$ cat src/rtl/pptd_pkg.sv
// Package: types, codes and constants for the periodic priority task dispatcher.
package pptd_pkg;

   localparam int MAX_TASKS_DEF = 16;
   localparam int RESULT_CAP    = 16;
   localparam int EMIT_W        = $clog2(RESULT_CAP + 1);
   localparam int SLOT_W        = 4;

   typedef enum logic [1:0] {
      CMD_TICK = 2'd0,
      CMD_ADD  = 2'd1,
      CMD_DEL  = 2'd2
   } cmd_type;

   typedef enum logic [2:0] {
      ST_DISPATCH = 3'd0,
      ST_NONE_DUE = 3'd1,
      ST_ADDED    = 3'd2,
      ST_DELETED  = 3'd3,
      ST_NOT_FOUND = 3'd4,
      ST_FULL     = 3'd5,
      ST_SKIPPED  = 3'd6
   } status_type;

   typedef enum logic [3:0] {
      S_IDLE, S_T_RD, S_T_WR, S_T_END, S_S_RD, S_S_CMP, S_EMIT,
      S_D_RD, S_D_CMP, S_D_SRD, S_D_SWR
   } state_type;

   typedef struct packed {
      cmd_type            cmd;
      logic [31:0]        now_ms;
      logic [15:0]        task_key;
      logic [30:0]        period;
      logic [31:0]        first_due;
      logic signed [15:0] priority_req;
   } req_type;

   typedef struct packed {
      status_type  status;
      logic [15:0] dispatch_key;
      logic [3:0]  dispatch_slot;
      logic        last;
   } rsp_type;

   typedef struct packed {
      logic [15:0]        key;
      logic [30:0]        period;
      logic [31:0]        due;
      logic signed [15:0] prio;
   } entry_type;

endpackage

$ cat src/rtl/periodic_priority_task_dispatcher.sv
// Top level: task table in one memory, sequential scan for due update and dispatch order.
// Add writes the new entry straight into the table. Tick first scans the table to advance
// the due entries, then rescans it once per dispatch to pick the highest-priority due task.
// Delete searches the entries for the key, then shifts each later entry down by one.
// One transaction is processed at a time; the memory is read one entry at a time.
// Synchronous active-high reset empties the table and clears the skip flag; entry contents
// are not reset.
module periodic_priority_task_dispatcher
   import pptd_pkg::*;
#(
   parameter int MAX_TASKS = MAX_TASKS_DEF
) (
   input  logic    clock,
   input  logic    reset,
   input  logic    req_valid,
   output logic    req_ready,
   input  req_type req_data,
   output logic    rsp_valid,
   input  logic    rsp_ready,
   output rsp_type rsp_data
);

   localparam int IW = (MAX_TASKS > 1) ? $clog2(MAX_TASKS) : 1;
   localparam int CW = $clog2(MAX_TASKS + 1);

   entry_type mem [MAX_TASKS];
   entry_type rd_ff;
   logic           mem_we;
   logic [IW-1:0]  mem_wa, mem_ra;
   entry_type      mem_wd;

   state_type          state_ff, state_in;
   logic [CW-1:0]      cnt_ff, cnt_in, idx_ff, idx_in, ndue_ff, ndue_in;
   logic [EMIT_W-1:0]  emit_ff, emit_in;
   logic               skip_ff, skip_in, found_ff, found_in;
   logic [MAX_TASKS-1:0] due_ff, due_in;
   logic signed [15:0] best_prio_ff, best_prio_in;
   logic [15:0]        best_key_ff, best_key_in;
   logic [IW-1:0]      best_idx_ff, best_idx_in;
   status_type         pst_ff, pst_in;
   logic               plast_ff, plast_in;
   req_type            req_ff, req_in;
   rsp_type            rsp_ff, rsp_in;
   logic               rsp_valid_ff, rsp_valid_in;
   logic [CW-1:0]      idx_p1;

   always_ff @(posedge clock) begin
      if (mem_we) mem[mem_wa] <= mem_wd;
      rd_ff <= mem[mem_ra];
   end

   always_ff @(posedge clock) begin
      if (reset) begin
         state_ff     <= S_IDLE;
         cnt_ff       <= '0;
         skip_ff      <= 1'b0;
         rsp_valid_ff <= 1'b0;
         ndue_ff      <= '0;
         due_ff       <= '0;
         emit_ff      <= '0;
         idx_ff       <= '0;
         found_ff     <= 1'b0;
      end else begin
         state_ff     <= state_in;
         cnt_ff       <= cnt_in;
         skip_ff      <= skip_in;
         rsp_valid_ff <= rsp_valid_in;
         ndue_ff      <= ndue_in;
         due_ff       <= due_in;
         emit_ff      <= emit_in;
         idx_ff       <= idx_in;
         found_ff     <= found_in;
      end
      best_prio_ff <= best_prio_in;
      best_key_ff  <= best_key_in;
      best_idx_ff  <= best_idx_in;
      pst_ff       <= pst_in;
      plast_ff     <= plast_in;
      req_ff       <= req_in;
      rsp_ff       <= rsp_in;
   end

   assign idx_p1    = idx_ff + 1'b1;
   assign req_ready = (state_ff == S_IDLE);
   assign rsp_valid = rsp_valid_ff;
   assign rsp_data  = rsp_ff;

   always_comb begin
      state_in     = state_ff;
      cnt_in       = cnt_ff;
      skip_in      = skip_ff;
      ndue_in      = ndue_ff;
      due_in       = due_ff;
      emit_in      = emit_ff;
      idx_in       = idx_ff;
      found_in     = found_ff;
      best_prio_in = best_prio_ff;
      best_key_in  = best_key_ff;
      best_idx_in  = best_idx_ff;
      pst_in       = pst_ff;
      plast_in     = plast_ff;
      req_in       = req_ff;
      rsp_in       = rsp_ff;
      rsp_valid_in = rsp_valid_ff && !rsp_ready;
      mem_we       = 1'b0;
      mem_wa       = idx_ff[IW-1:0];
      mem_wd       = rd_ff;
      mem_ra       = idx_ff[IW-1:0];

      case (state_ff)
         S_IDLE: begin
            if (req_valid) begin
               req_in   = req_data;
               idx_in   = '0;
               plast_in = 1'b1;
               case (req_data.cmd)
                  CMD_TICK: begin
                     due_in   = '0;
                     ndue_in  = '0;
                     emit_in  = '0;
                     state_in = S_T_RD;
                  end
                  CMD_ADD: begin
                     if (cnt_ff >= CW'(MAX_TASKS)) begin
                        pst_in = ST_FULL;
                     end else begin
                        mem_we      = 1'b1;
                        mem_wa      = cnt_ff[IW-1:0];
                        mem_wd.key  = req_data.task_key;
                        mem_wd.period = req_data.period;
                        mem_wd.due  = req_data.first_due;
                        mem_wd.prio = req_data.priority_req;
                        cnt_in      = cnt_ff + 1'b1;
                        pst_in      = ST_ADDED;
                     end
                     state_in = S_EMIT;
                  end
                  CMD_DEL: state_in = S_D_RD;
                  default: state_in = S_IDLE;
               endcase
            end
         end
         S_T_RD: begin
            state_in = (idx_ff >= cnt_ff) ? S_T_END : S_T_WR;
         end
         S_T_WR: begin
            if (rd_ff.due <= req_ff.now_ms) begin
               mem_we     = 1'b1;
               mem_wd.due = rd_ff.due + {1'b0, rd_ff.period};
               due_in[idx_ff[IW-1:0]] = 1'b1;
               ndue_in    = ndue_ff + 1'b1;
            end
            idx_in   = idx_p1;
            state_in = S_T_RD;
         end
         S_T_END: begin
            idx_in   = '0;
            found_in = 1'b0;
            plast_in = 1'b1;
            if (ndue_ff == '0) begin
               pst_in   = ST_NONE_DUE;
               state_in = S_EMIT;
            end else if (skip_ff) begin
               skip_in  = 1'b0;
               pst_in   = ST_SKIPPED;
               state_in = S_EMIT;
            end else begin
               state_in = S_S_RD;
            end
         end
         S_S_RD: begin
            if (idx_ff >= cnt_ff) begin
               pst_in   = ST_DISPATCH;
               plast_in = (ndue_ff == CW'(1)) ||
                          (emit_ff + 1'b1 == EMIT_W'(RESULT_CAP));
               state_in = S_EMIT;
            end else begin
               state_in = S_S_CMP;
            end
         end
         S_S_CMP: begin
            // >= lets the higher table position win a tie
            if (due_ff[idx_ff[IW-1:0]] && (!found_ff || rd_ff.prio >= best_prio_ff)) begin
               found_in     = 1'b1;
               best_prio_in = rd_ff.prio;
               best_key_in  = rd_ff.key;
               best_idx_in  = idx_ff[IW-1:0];
            end
            idx_in   = idx_p1;
            state_in = S_S_RD;
         end
         S_EMIT: begin
            if (!rsp_valid_ff || rsp_ready) begin
               rsp_valid_in         = 1'b1;
               rsp_in.status        = pst_ff;
               rsp_in.last          = plast_ff;
               rsp_in.dispatch_key  = '0;
               rsp_in.dispatch_slot = '0;
               if (pst_ff == ST_DISPATCH) begin
                  rsp_in.dispatch_key  = best_key_ff;
                  rsp_in.dispatch_slot = SLOT_W'(best_idx_ff);
                  due_in[best_idx_ff]  = 1'b0;
                  ndue_in  = ndue_ff - 1'b1;
                  emit_in  = emit_ff + 1'b1;
               end
               idx_in   = '0;
               found_in = 1'b0;
               state_in = plast_ff ? S_IDLE : S_S_RD;
            end
         end
         S_D_RD: begin
            if (idx_ff >= cnt_ff) begin
               pst_in   = ST_NOT_FOUND;
               state_in = S_EMIT;
            end else begin
               state_in = S_D_CMP;
            end
         end
         S_D_CMP: begin
            if (rd_ff.key == req_ff.task_key) begin
               state_in = S_D_SRD;
            end else begin
               idx_in   = idx_p1;
               state_in = S_D_RD;
            end
         end
         S_D_SRD: begin
            // close the gap: entry idx+1 moves down to idx
            mem_ra = idx_p1[IW-1:0];
            if (idx_p1 >= cnt_ff) begin
               cnt_in   = cnt_ff - 1'b1;
               skip_in  = 1'b1;
               pst_in   = ST_DELETED;
               state_in = S_EMIT;
            end else begin
               state_in = S_D_SWR;
            end
         end
         S_D_SWR: begin
            mem_we   = 1'b1;
            idx_in   = idx_p1;
            state_in = S_D_SRD;
         end
         default: state_in = S_IDLE;
      endcase
   end

   a_cnt_range: assert property (@(posedge clock) disable iff (reset)
      cnt_ff <= CW'(MAX_TASKS))
      else $error("task count above capacity");

   a_due_count: assert property (@(posedge clock) disable iff (reset)
      $countones(due_ff) == int'(ndue_ff))
      else $error("due counter out of step with due flags");

   a_emit_cap: assert property (@(posedge clock) disable iff (reset)
      emit_ff <= EMIT_W'(RESULT_CAP))
      else $error("too many dispatches for one tick");

endmodule
$ cat config.mk
export PLATFORM = sky130hd
export DESIGN_NAME = periodic_priority_task_dispatcher
export DESIGN_NICKNAME = d
export VERILOG_FILES = /design/src/rtl/pptd_pkg.sv /design/src/rtl/periodic_priority_task_dispatcher.sv
export SDC_FILE = /design/constraint.sdc
export NUM_CORES = 2
export LEC_CHECK = 0
export ABC_AREA = 1
export BUFFER_PORTS_ARGS = -buffer_cell sky130_fd_sc_hd__buf_2
export CORE_AREA = 4 4 505 507
export CTS_BUF_LIST = sky130_fd_sc_hd__clkbuf_8
export DETAILED_ROUTE_END_ITERATION = 10
export DIE_AREA = 0 0 509 511
export PLACE_DENSITY = 0.43
export SLEW_MARGIN = 10
export SYNTH_ARGS = -nofsm -noshare
export SYNTH_HDL_FRONTEND = slang
export SYNTH_SLANG_ARGS = --single-unit
$ cat constraint.sdc
create_clock -name clock -period 9 [get_ports clock]
set_input_delay 0 -clock clock [delete_from_list [all_inputs] [get_ports clock]]
set_output_delay 0 -clock clock [all_outputs]
set_load 0.01 [all_outputs]
==> run summary <==
Status -> finished, final reports clean
Worst Setup End Kind -> flip-flop
RSZ-0062 raised after global routing -> false
Yosys cell types -> 53
Number of flops mapped to enable cells by yosys -> 1632
Power Density -> 339.6 nW/µm²
DIE HEIGHT -> 511 µm
Top FF cell, synth -> edfxtp_1
Yosys reg bits -> 1770
Routed Antenna Nets -> 0
Min Tclk post-route -> 5600 ps
Period utilisation layout -> 62.22%
Worst setup path class -> flip-flop to flip-flop
Top cell type's share of synthesized area -> 65.34%
Final Slew Violations -> 0
Slew @ Worst Pin -> 1165 ps
Hold WC Path Type -> primary input to flip-flop
Total power -> 29.45 mW
XOR/XNOR Fraction of Synth Area -> 0.5405%
Net count of the mapped netlist -> 6424
Vias per Instance -> 4.911
Largest family of logic cells by synthesized area -> compound AO/OA/AOI/OAI gates
CP max FO -> 43
Syn. warnings -> 0
Worst skew pair latency -> 1040 ps
PortBufs -> 158
Register area share after synthesis -> 69.03%
CP startpoint kind -> flip-flop
WL/cell -> 23.43 µm
Async SR Flop Fraction -> 0%
CTS Sinks -> 1770
GPL Wtd Cong -> 0.8578
Clock tree buffer depth -> 4
# nets final -> 6810
Mux contribution to synthesized area -> 0.8709%
First-pass GRT wire length -> 345400 µm
Vias -> 49940
GRT Util Overall -> 17.91%
Setup ws final -> 3400 ps
Post-Syn Instances -> 6185
Hpwl dp -> 128000 µm
CP required -> 9590 ps
Die span in x -> 509 µm
Crit path DAT -> 6190 ps
Root Buffer -> clkbuf_8
Setup slack, reg-to-reg -> 3400 ps
Mean Syn Cell Area -> 12.13 µm²
# rows -> 184
Post-route DRC -> 0
CTS resizes -> 0
Setup Buffers After CTS -> 0
Simple-gate area share of the yosys netlist -> 8.699%
Global route overflow -> 0
Max capacitance violation total -> 0
Count leader, synth -> edfxtp_1
Fin. Hold Viols -> 0
Lkg Pwr -> 30.91 nW
Synth-to-layout area growth -> 15.64%
Fmax -> 178.6 MHz
Starting DRT DRC Count -> 4051
DRT Pass-1 Iters -> 6
Clock skew -> 71.15 ps
Fillers -> 24910
Die Footprint -> 260100 µm²
Top cells by area, synth -> edfxtp_1, o211ai_1, o21ai_0
Worst slew margin -> 22.34%
Total negative slack -> 0 ps
I/O Pins -> 159
Post-Syn Area -> 75000 µm²
Number of CTS-inserted buffers -> 323
CTS tree -> built
Post-synth top cells -> edfxtp_1, nand2_1, nor2_1, o21ai_0, inv_1
Number of global-route vias before repair -> 49320
Initial antenna violation count -> 34
Synth area leader -> edfxtp_1
Total wire length -> 238300 µm
Adder-Cell Fraction of Synth Area -> 1.788%
Share of cells above drive strength 1 -> 11.31%
Clk pin slew, worst setup/hold paths -> 60 ps
Setup WS pre-CTS -> 3444 ps
Compound-gate portion of the synthesized area -> 13.92%
Final Setup Violations -> 0
H-tree depth -> 5
Initial Utilization -> 29.94%
Largest net degree at the start of global routing -> 191
Core area -> 250500 µm²
Worst vdd ir -> 0.1848 mV
-- report_power, final --
group          total [mW]  internal [mW]  switching (mW)
combinational        10.1           2.60            7.55
sequential           12.3           11.6           0.743
clock                6.96           3.64            3.32
total                29.5           17.8            11.6
-- registers in the layout (all words and copies together), names as in the netlist --
signal	flops
mem	1520
rd_ff	95
req_ff	48
rsp_data	24
best_key_ff	16
best_prio_ff	16
due_ff	16
cnt_ff	5
emit_ff	5
idx_ff	5
ndue_ff	5
best_idx_ff	4
state_ff	4
pst_ff	3
found_ff	1
plast_ff	1
rsp_valid	1
skip_ff	1
-- critical path: stages (launching register included) --
cell     delay, ps
dfxtp_1        450
ha_1           290
a21oi_1        170
o21ai_0        110
a21oi_1        240
nand2_1        130
nand2_1         70
nand2_1        520
nand2_1        320
buf_4          450
nand2_1        120
nand2_1        140
nand3_1        330
nor2_4         860
buf_4          840
-- placed cells by master (no fill, tap or decap), types with 46 or more instances in the layout --
master / synthesis / final
a21oi_1: 127 / 127
buf_4: 24 / 68
clkinv_1: 1 / 57
inv_1: 533 / 663
o21bai_1: 88 / 88
buf_2: 139 / 158
o211ai_2: 46 / 46
o21ai_0: 584 / 583
o21ai_1: 270 / 271
nand2_1: 740 / 740
dfxtp_1: 138 / 138
mux2_2: 58 / 58
edfxtp_1: 1632 / 1632
ha_1: 104 / 104
clkbuf_8: 0 / 343
o211ai_1: 514 / 514
nor2_1: 617 / 598
dlygate4sd3_1: 0 / 181
nand3_1: 197 / 197
-- cell type report --
type,count,area [µm²],share of cell area [%]
flip-flops and latches,1770,51770,59.69
multi-input cells,3512,19530,22.52
clock buffers,343,4721,5.443
well taps,3348,4189,4.830
repair buffers,422,3413,3.936
inverters,542,2062,2.378
clock inverters,221,1011,1.166
diodes,11,27.53,0.03174
-- metal layers --
layer | vias up | track usage (%) | wire [µm] | part of all wire, %
li1 | 23190 | - | - | -
met1 | 25060 | 25.20 | 110300 | 46
met2 | 1359 | 27.53 | 106800 | 45
met3 | 324 | 4.167 | 15610 | 6.5
met4 | 8 | 5.144 | 5589 | 2.3
met5 | - | 0 | 50 | 0.021
-- per-stage QoR --
step	area (µm²)	utilization (%)	hold WS, ps	cells
2_1_floorplan	75000	-	98.87	6185
3_3_place_gp	79160	31.60	179.7	9413
3_5_place_dp	79160	31.60	178.4	9413
4_1_cts	86700	34.61	2.874	10160
5_1_grt	86710	34.62	95.50	10160
6_report	86730	34.62	99.69	10170
-- cells by family (layout without fill, tap and decap cells) --
group,Yosys count,count (layout)
xor+xnor,42,42
mux,58,58
other cells,0,11
flops,1770,1770
buf+inv,903,1528
fa+ha+maj,106,106
compound gates,1683,1683
simple gates,1623,1623
-- final timing paths --
check                         start                         end  depth (start not counted)
setup / recovery  rd_ff[31]$_DFF_P_       mem[13][65]$_DFFE_PP_                         14
hold / removal          req_data[7]         mem[5][7]$_DFFE_PP_                          3
setup reg to reg  rd_ff[31]$_DFF_P_       mem[13][65]$_DFFE_PP_                         14
hold reg to reg   rd_ff[10]$_DFF_P_  best_prio_ff[10]$_DFFE_PP_                          0
-- timing repair --
item                                    CTS  global route
endpoints found under the hold margin  1415             0
setup endpoints to repair                 0             0
hold buffers                            181             0
No activity file was read; power rests on OpenSTA's default activity.
